File: config.mk
export PLATFORM = sky130hd
export DESIGN_NAME = aesrt_mix
export DESIGN_NICKNAME = d
export VERILOG_FILES = /design/src/rtl/aesrt_pkg.sv /design/src/rtl/aesrt_mix.sv
export SDC_FILE = /design/constraint.sdc
export NUM_CORES = 1
export LEC_CHECK = 0
export ABC_CLOCK_PERIOD_IN_PS = 4300
export BUFFER_PORTS_ARGS = -buffer_cell sky130_fd_sc_hd__buf_2
export CORE_MARGIN = 2
export CORE_UTILIZATION = 38
export DETAILED_ROUTE_END_ITERATION = 16
export PLACE_DENSITY = 0.64
export SETUP_SLACK_MARGIN = 0.15
export SYNTH_ARGS = -nofsm -noshare
export SYNTH_HDL_FRONTEND = slang
export SYNTH_SLANG_ARGS = --single-unit
File: constraint.sdc
create_clock -name vclk -period 4.3
set_input_delay 0.215 -clock vclk [all_inputs]
set_output_delay 0.215 -clock vclk [all_outputs]
set_load 0.1 [all_outputs]
File: src/rtl/aesrt_pkg.sv
package aesrt_pkg;

    typedef logic [7:0] byte_t;
    typedef logic [2:0] cmd_t;
    typedef logic [127:0] blk_t;

    localparam cmd_t CMD_ADD_KEY   = 3'd0;
    localparam cmd_t CMD_SUB       = 3'd1;
    localparam cmd_t CMD_INV_SUB   = 3'd2;
    localparam cmd_t CMD_SHIFT     = 3'd3;
    localparam cmd_t CMD_INV_SHIFT = 3'd4;
    localparam cmd_t CMD_MIX       = 3'd5;
    localparam cmd_t CMD_INV_MIX   = 3'd6;

    localparam byte_t POLY_LOW = 8'h1b;

    localparam byte_t SBOX [256] = '{
        8'h63,8'h7c,8'h77,8'h7b,8'hf2,8'h6b,8'h6f,8'hc5,8'h30,8'h01,8'h67,8'h2b,8'hfe,8'hd7,8'hab,8'h76,
        8'hca,8'h82,8'hc9,8'h7d,8'hfa,8'h59,8'h47,8'hf0,8'had,8'hd4,8'ha2,8'haf,8'h9c,8'ha4,8'h72,8'hc0,
        8'hb7,8'hfd,8'h93,8'h26,8'h36,8'h3f,8'hf7,8'hcc,8'h34,8'ha5,8'he5,8'hf1,8'h71,8'hd8,8'h31,8'h15,
        8'h04,8'hc7,8'h23,8'hc3,8'h18,8'h96,8'h05,8'h9a,8'h07,8'h12,8'h80,8'he2,8'heb,8'h27,8'hb2,8'h75,
        8'h09,8'h83,8'h2c,8'h1a,8'h1b,8'h6e,8'h5a,8'ha0,8'h52,8'h3b,8'hd6,8'hb3,8'h29,8'he3,8'h2f,8'h84,
        8'h53,8'hd1,8'h00,8'hed,8'h20,8'hfc,8'hb1,8'h5b,8'h6a,8'hcb,8'hbe,8'h39,8'h4a,8'h4c,8'h58,8'hcf,
        8'hd0,8'hef,8'haa,8'hfb,8'h43,8'h4d,8'h33,8'h85,8'h45,8'hf9,8'h02,8'h7f,8'h50,8'h3c,8'h9f,8'ha8,
        8'h51,8'ha3,8'h40,8'h8f,8'h92,8'h9d,8'h38,8'hf5,8'hbc,8'hb6,8'hda,8'h21,8'h10,8'hff,8'hf3,8'hd2,
        8'hcd,8'h0c,8'h13,8'hec,8'h5f,8'h97,8'h44,8'h17,8'hc4,8'ha7,8'h7e,8'h3d,8'h64,8'h5d,8'h19,8'h73,
        8'h60,8'h81,8'h4f,8'hdc,8'h22,8'h2a,8'h90,8'h88,8'h46,8'hee,8'hb8,8'h14,8'hde,8'h5e,8'h0b,8'hdb,
        8'he0,8'h32,8'h3a,8'h0a,8'h49,8'h06,8'h24,8'h5c,8'hc2,8'hd3,8'hac,8'h62,8'h91,8'h95,8'he4,8'h79,
        8'he7,8'hc8,8'h37,8'h6d,8'h8d,8'hd5,8'h4e,8'ha9,8'h6c,8'h56,8'hf4,8'hea,8'h65,8'h7a,8'hae,8'h08,
        8'hba,8'h78,8'h25,8'h2e,8'h1c,8'ha6,8'hb4,8'hc6,8'he8,8'hdd,8'h74,8'h1f,8'h4b,8'hbd,8'h8b,8'h8a,
        8'h70,8'h3e,8'hb5,8'h66,8'h48,8'h03,8'hf6,8'h0e,8'h61,8'h35,8'h57,8'hb9,8'h86,8'hc1,8'h1d,8'h9e,
        8'he1,8'hf8,8'h98,8'h11,8'h69,8'hd9,8'h8e,8'h94,8'h9b,8'h1e,8'h87,8'he9,8'hce,8'h55,8'h28,8'hdf,
        8'h8c,8'ha1,8'h89,8'h0d,8'hbf,8'he6,8'h42,8'h68,8'h41,8'h99,8'h2d,8'h0f,8'hb0,8'h54,8'hbb,8'h16
    };

    localparam byte_t INV_SBOX [256] = '{
        8'h52,8'h09,8'h6a,8'hd5,8'h30,8'h36,8'ha5,8'h38,8'hbf,8'h40,8'ha3,8'h9e,8'h81,8'hf3,8'hd7,8'hfb,
        8'h7c,8'he3,8'h39,8'h82,8'h9b,8'h2f,8'hff,8'h87,8'h34,8'h8e,8'h43,8'h44,8'hc4,8'hde,8'he9,8'hcb,
        8'h54,8'h7b,8'h94,8'h32,8'ha6,8'hc2,8'h23,8'h3d,8'hee,8'h4c,8'h95,8'h0b,8'h42,8'hfa,8'hc3,8'h4e,
        8'h08,8'h2e,8'ha1,8'h66,8'h28,8'hd9,8'h24,8'hb2,8'h76,8'h5b,8'ha2,8'h49,8'h6d,8'h8b,8'hd1,8'h25,
        8'h72,8'hf8,8'hf6,8'h64,8'h86,8'h68,8'h98,8'h16,8'hd4,8'ha4,8'h5c,8'hcc,8'h5d,8'h65,8'hb6,8'h92,
        8'h6c,8'h70,8'h48,8'h50,8'hfd,8'hed,8'hb9,8'hda,8'h5e,8'h15,8'h46,8'h57,8'ha7,8'h8d,8'h9d,8'h84,
        8'h90,8'hd8,8'hab,8'h00,8'h8c,8'hbc,8'hd3,8'h0a,8'hf7,8'he4,8'h58,8'h05,8'hb8,8'hb3,8'h45,8'h06,
        8'hd0,8'h2c,8'h1e,8'h8f,8'hca,8'h3f,8'h0f,8'h02,8'hc1,8'haf,8'hbd,8'h03,8'h01,8'h13,8'h8a,8'h6b,
        8'h3a,8'h91,8'h11,8'h41,8'h4f,8'h67,8'hdc,8'hea,8'h97,8'hf2,8'hcf,8'hce,8'hf0,8'hb4,8'he6,8'h73,
        8'h96,8'hac,8'h74,8'h22,8'he7,8'had,8'h35,8'h85,8'he2,8'hf9,8'h37,8'he8,8'h1c,8'h75,8'hdf,8'h6e,
        8'h47,8'hf1,8'h1a,8'h71,8'h1d,8'h29,8'hc5,8'h89,8'h6f,8'hb7,8'h62,8'h0e,8'haa,8'h18,8'hbe,8'h1b,
        8'hfc,8'h56,8'h3e,8'h4b,8'hc6,8'hd2,8'h79,8'h20,8'h9a,8'hdb,8'hc0,8'hfe,8'h78,8'hcd,8'h5a,8'hf4,
        8'h1f,8'hdd,8'ha8,8'h33,8'h88,8'h07,8'hc7,8'h31,8'hb1,8'h12,8'h10,8'h59,8'h27,8'h80,8'hec,8'h5f,
        8'h60,8'h51,8'h7f,8'ha9,8'h19,8'hb5,8'h4a,8'h0d,8'h2d,8'he5,8'h7a,8'h9f,8'h93,8'hc9,8'h9c,8'hef,
        8'ha0,8'he0,8'h3b,8'h4d,8'hae,8'h2a,8'hf5,8'hb0,8'hc8,8'heb,8'hbb,8'h3c,8'h83,8'h53,8'h99,8'h61,
        8'h17,8'h2b,8'h04,8'h7e,8'hba,8'h77,8'hd6,8'h26,8'he1,8'h69,8'h14,8'h63,8'h55,8'h21,8'h0c,8'h7d
    };

    function automatic byte_t xtime(byte_t x);
        return {x[6:0], 1'b0} ^ (x[7] ? POLY_LOW : 8'h00);
    endfunction

    // byte k of a block sits in bits 127-8k downto 120-8k
    function automatic byte_t get_byte(blk_t b, int k);
        return b[127 - 8*k -: 8];
    endfunction

endpackage

File: src/rtl/aesrt_mix.sv
module aesrt_mix (
    input  logic            inverse,
    input  aesrt_pkg::blk_t state,
    output aesrt_pkg::blk_t result
);
    import aesrt_pkg::*;

    // column mixing, one independent column per lane
    always_comb
    begin
        byte_t a0, a1, a2, a3, a4, a8;
        byte_t m;
        result = state;
        for (int c = 0; c < 4; c++)
        begin
            for (int r = 0; r < 4; r++)
            begin
                m = 8'h00;
                for (int j = 0; j < 4; j++)
                begin
                    a1 = get_byte(state, c*4 + ((r + j) % 4));
                    a2 = xtime(a1);
                    a4 = xtime(a2);
                    a8 = xtime(a4);
                    a0 = 8'h00;
                    if (!inverse)
                    begin
                        case (j)
                            0:       a0 = a2;
                            1:       a0 = a2 ^ a1;
                            default: a0 = a1;
                        endcase
                    end
                    else
                    begin
                        case (j)
                            0:       a0 = a8 ^ a4 ^ a2;
                            1:       a0 = a8 ^ a2 ^ a1;
                            2:       a0 = a8 ^ a4 ^ a1;
                            default: a0 = a8 ^ a1;
                        endcase
                    end
                    m = m ^ a0;
                end
                result[127 - 8*(c*4 + r) -: 8] = m;
            end
        end
    end
endmodule

## After elaboration in Yosys (flattened, before gate mapping)

Index checks and enable logic that the tools add are counted.

- Flip-flop bits (word level): 0
- Word-level logic and storage cells: 320
- Output and inout port bits: 128
- Input bits: 129

- Bitwise logic cells: 208
- Muxes and demuxes: 112

Operators by type and width:

| kind | number |
|---|---|
| $xor 8x8->8 | 167 |
| $mux 8 | 64 |
| $xor 8x5->8 | 41 |
| $mux 5 | 48 |

## Longest topological paths before layout

- Depth after elaboration: 12
- Gate-level depth with buffers: 7
- Mapped depth without buffers: 6

## Least setup slack after synthesis

Ideal clock, no wire load.

- Path kind: input to output
- Start point: input state[94]
- End point: output result[84]
- Path buffers: 1
- Data arrival time: 3.367 ns
- Cell stages on the path: 7
- Required time: 4.085 ns
- Slack: 0.718 ns
- Path through: clkbuf_1 xnor3_1 xor2_1 xnor3_1 nor2_1 xor2_1 xnor2_1

- Word-level cells in the longest chain between the ends: 7

RTL lines:

| item | line | text |
|---|---|---|
| start, declared | aesrt_mix.sv:3 | `input aesrt_pkg::blk_t state,` |
| $xor 8x5->8 | aesrt_pkg.sv:56 | `return {x[6:0], 1'b0} ^ (x[7] ? POLY_LOW : 8'h00);` |
| $mux 5 | aesrt_pkg.sv:56 |  |
| $xor 8x5->8 (2 in a row) | aesrt_pkg.sv:56 |  |
| $xor 8x8->8 | - |  |
| $mux 8 | aesrt_mix.sv:26 | `if (!inverse)` |
| $xor 8x8->8 | aesrt_mix.sv:43 | `m = m ^ a0;` |
| end, declared | aesrt_mix.sv:4 | `output aesrt_pkg::blk_t result` |

Every way passes these cells.

## Worst setup path in the final report

- Start point: input state[62]
- End point: output result[43]

- Word-level cells in the longest chain between the ends: 8

RTL lines:

| item | line | text |
|---|---|---|
| $xor 8x5->8 | aesrt_pkg.sv:56 |  |
| $mux 5 | aesrt_pkg.sv:56 |  |
| $xor 8x5->8 | aesrt_pkg.sv:56 |  |
| $xor 8x8->8 (2 in a row) | aesrt_mix.sv:39 | `2: a0 = a8 ^ a4 ^ a1;` |
| $mux 8 | aesrt_mix.sv:26 |  |
| $xor 8x8->8 (2 in a row) | aesrt_mix.sv:43 |  |

Every way passes these cells.

==> metrics <==
status finished, final reports clean; CP max stage cell xnor3_1; worst rel slew slack 43.1%; hpwl dp around 18,000 um; DR iter-0 viols around 210; Via density 4.48; Hold Crit Start state[2]; setup TNS 0 ps; crit path time final between 2000 and 3000 ps; row count 52; Max-cap violations 0; Distinct cells, synth 25; worst hold path class in2out; IO Pins ~260; area delta synth->final 17.5%; vias in the first global route between 6k and 7k; die extent in x approximately 150 um; post-synth top area cell xnor2_1; grt ovf 0; slowest stage delay, CP between 500 and 600 ps; final cycle utilization of the critical path between 60 and 70%; CP top delay family XOR/XNOR gates; Syn Nets 1,018; Die Ht 148 um; Remaining DRCs 0; layout cells sized above 1 approximately 25%; Via Count 6,090; Starting Density just under 40%; Mapped Cells just under 900; core area 20,200 sq um; sequential share of the synthesized area 0%; GPL Wtd Cong 0.834; Die Area between 20,000 and 25,000 sq um; WS Path Type in2out; Syn. warnings 0; Tightest Pin Transition ~850 ps; Mean Syn Cell Area between 8 and 9 sq um; Worst Path Arrival 2710 ps; Buf/Inv on CP 2; final WL about 20,000 um; WP data required ~4100 ps; commonest non-fill, non-tap cell in the layout xnor2_1; # placed instances around 1.4k; max frequency 0.342 GHz; Synth top area share between 50% and 60%; global-route wire length before repair 32,900 um; Seq Cell Count 0; RSZ-0062 raised after global routing false; Max Slew Vio Count 0; Worst Hold Depth 4; largest cells by area after synthesis xnor2_1 58%, xor2_1 19%, xnor3_1 11%; peak fanout along the critical path 4; clk_buf instances 0; Syn Std Cell Area slightly below 8000 sq um; commonest non-fill, non-tap cells in the layout 517 x xnor2_1, 257 x buf_2, 166 x xor2_1; post-CTS setup buffers 0; largest net degree at the start of global routing between 70 and 80; placed cell areas 9220 sq um; crit end category output pin; # nets final roughly 1.2k; Wirelength per Cell ~15 um; CTS Hold Bufs 0; CP startpoint kind input port; cts repair resizes 0; DR pass1 iterations 4; Final ANT Viol Nets 0; gr usage total around 18%; final number of setup-violating endpoints 0; Antenna Diode Count 0; Worst Hold Path EP result[11]; Final Hold Viols 0; worst-path cell chain buf_2 > xnor2_1 > xnor3_1 > or2_1 > mux2i_1 > xor2_1 > xnor2_1 > buf_2; final instance area ~9200 sq um; Non-Filler Instances about 1.4k; initial antenna violation count 0; PortBufs roughly 260; register area 0 sq um
-- cell type report --
cell class	count	area, sq um
fillers	2043	11000
well taps	270	338
multi-input cells	827	7560
inverters	1	3.75
repair buffers	260	1310
-- worst max path at each step --
stage	from	to	slack [ps]	depth (start not counted)
finish	state[62]	result[43]	1380	8
global route	state[62]	result[52]	1180	8
CTS	state[62]	result[43]	1360	8
detailed placement	state[62]	result[52]	1370	8
global placement	state[62]	result[36]	1410	8
floorplan	state[94]	result[84]	720	7
-- cell families after synthesis --
group                  count (synthesis)  share of synthesized area, %
multiplexers                           9                          1.15
AND/OR/NAND/NOR                       79                          3.91
XOR/XNOR                             737                          91.2
AO/OA/AOI/OAI                          2                         0.159
buffers and inverters                 62                          3.56
-- routing by layer --
metal	part of all wire, %	GRT usage (%)
met1	46	24.9
met2	48	32.9
met3	5.3	0.988
met4	0.57	1.06
met5	0	0
-- Yosys cell counts (all sizes together) --
cell,instances
xnor2,522
xor2,171
nand2,62
xnor3,41
buf,32
clkbuf,29
nor2,14
mux2i,9
xor3,3
a21oi,1
and2,1
clkinv,1
nand2b,1
o31ai,1
or2,1
-- stage by stage --
stage / setup slack (ps) / hold WS, ps / util, %
detailed placement: 1370 / 1040 / 45.5
finish: 1380 / 1040 / 45.5
floorplan: 718 / 939 / -
CTS: 1360 / 1040 / 45.5
global route: 1180 / 1050 / 45.5
global placement: 1410 / 1030 / 45.5
-- worst min-delay path: stages --
cell and delay (ps):
buf_2 130, xnor2_1 130, xor2_1 60, buf_2 280
Power is not shown: default switching activity piles up to over one toggle a cycle in this logic, so the estimate is an artifact.
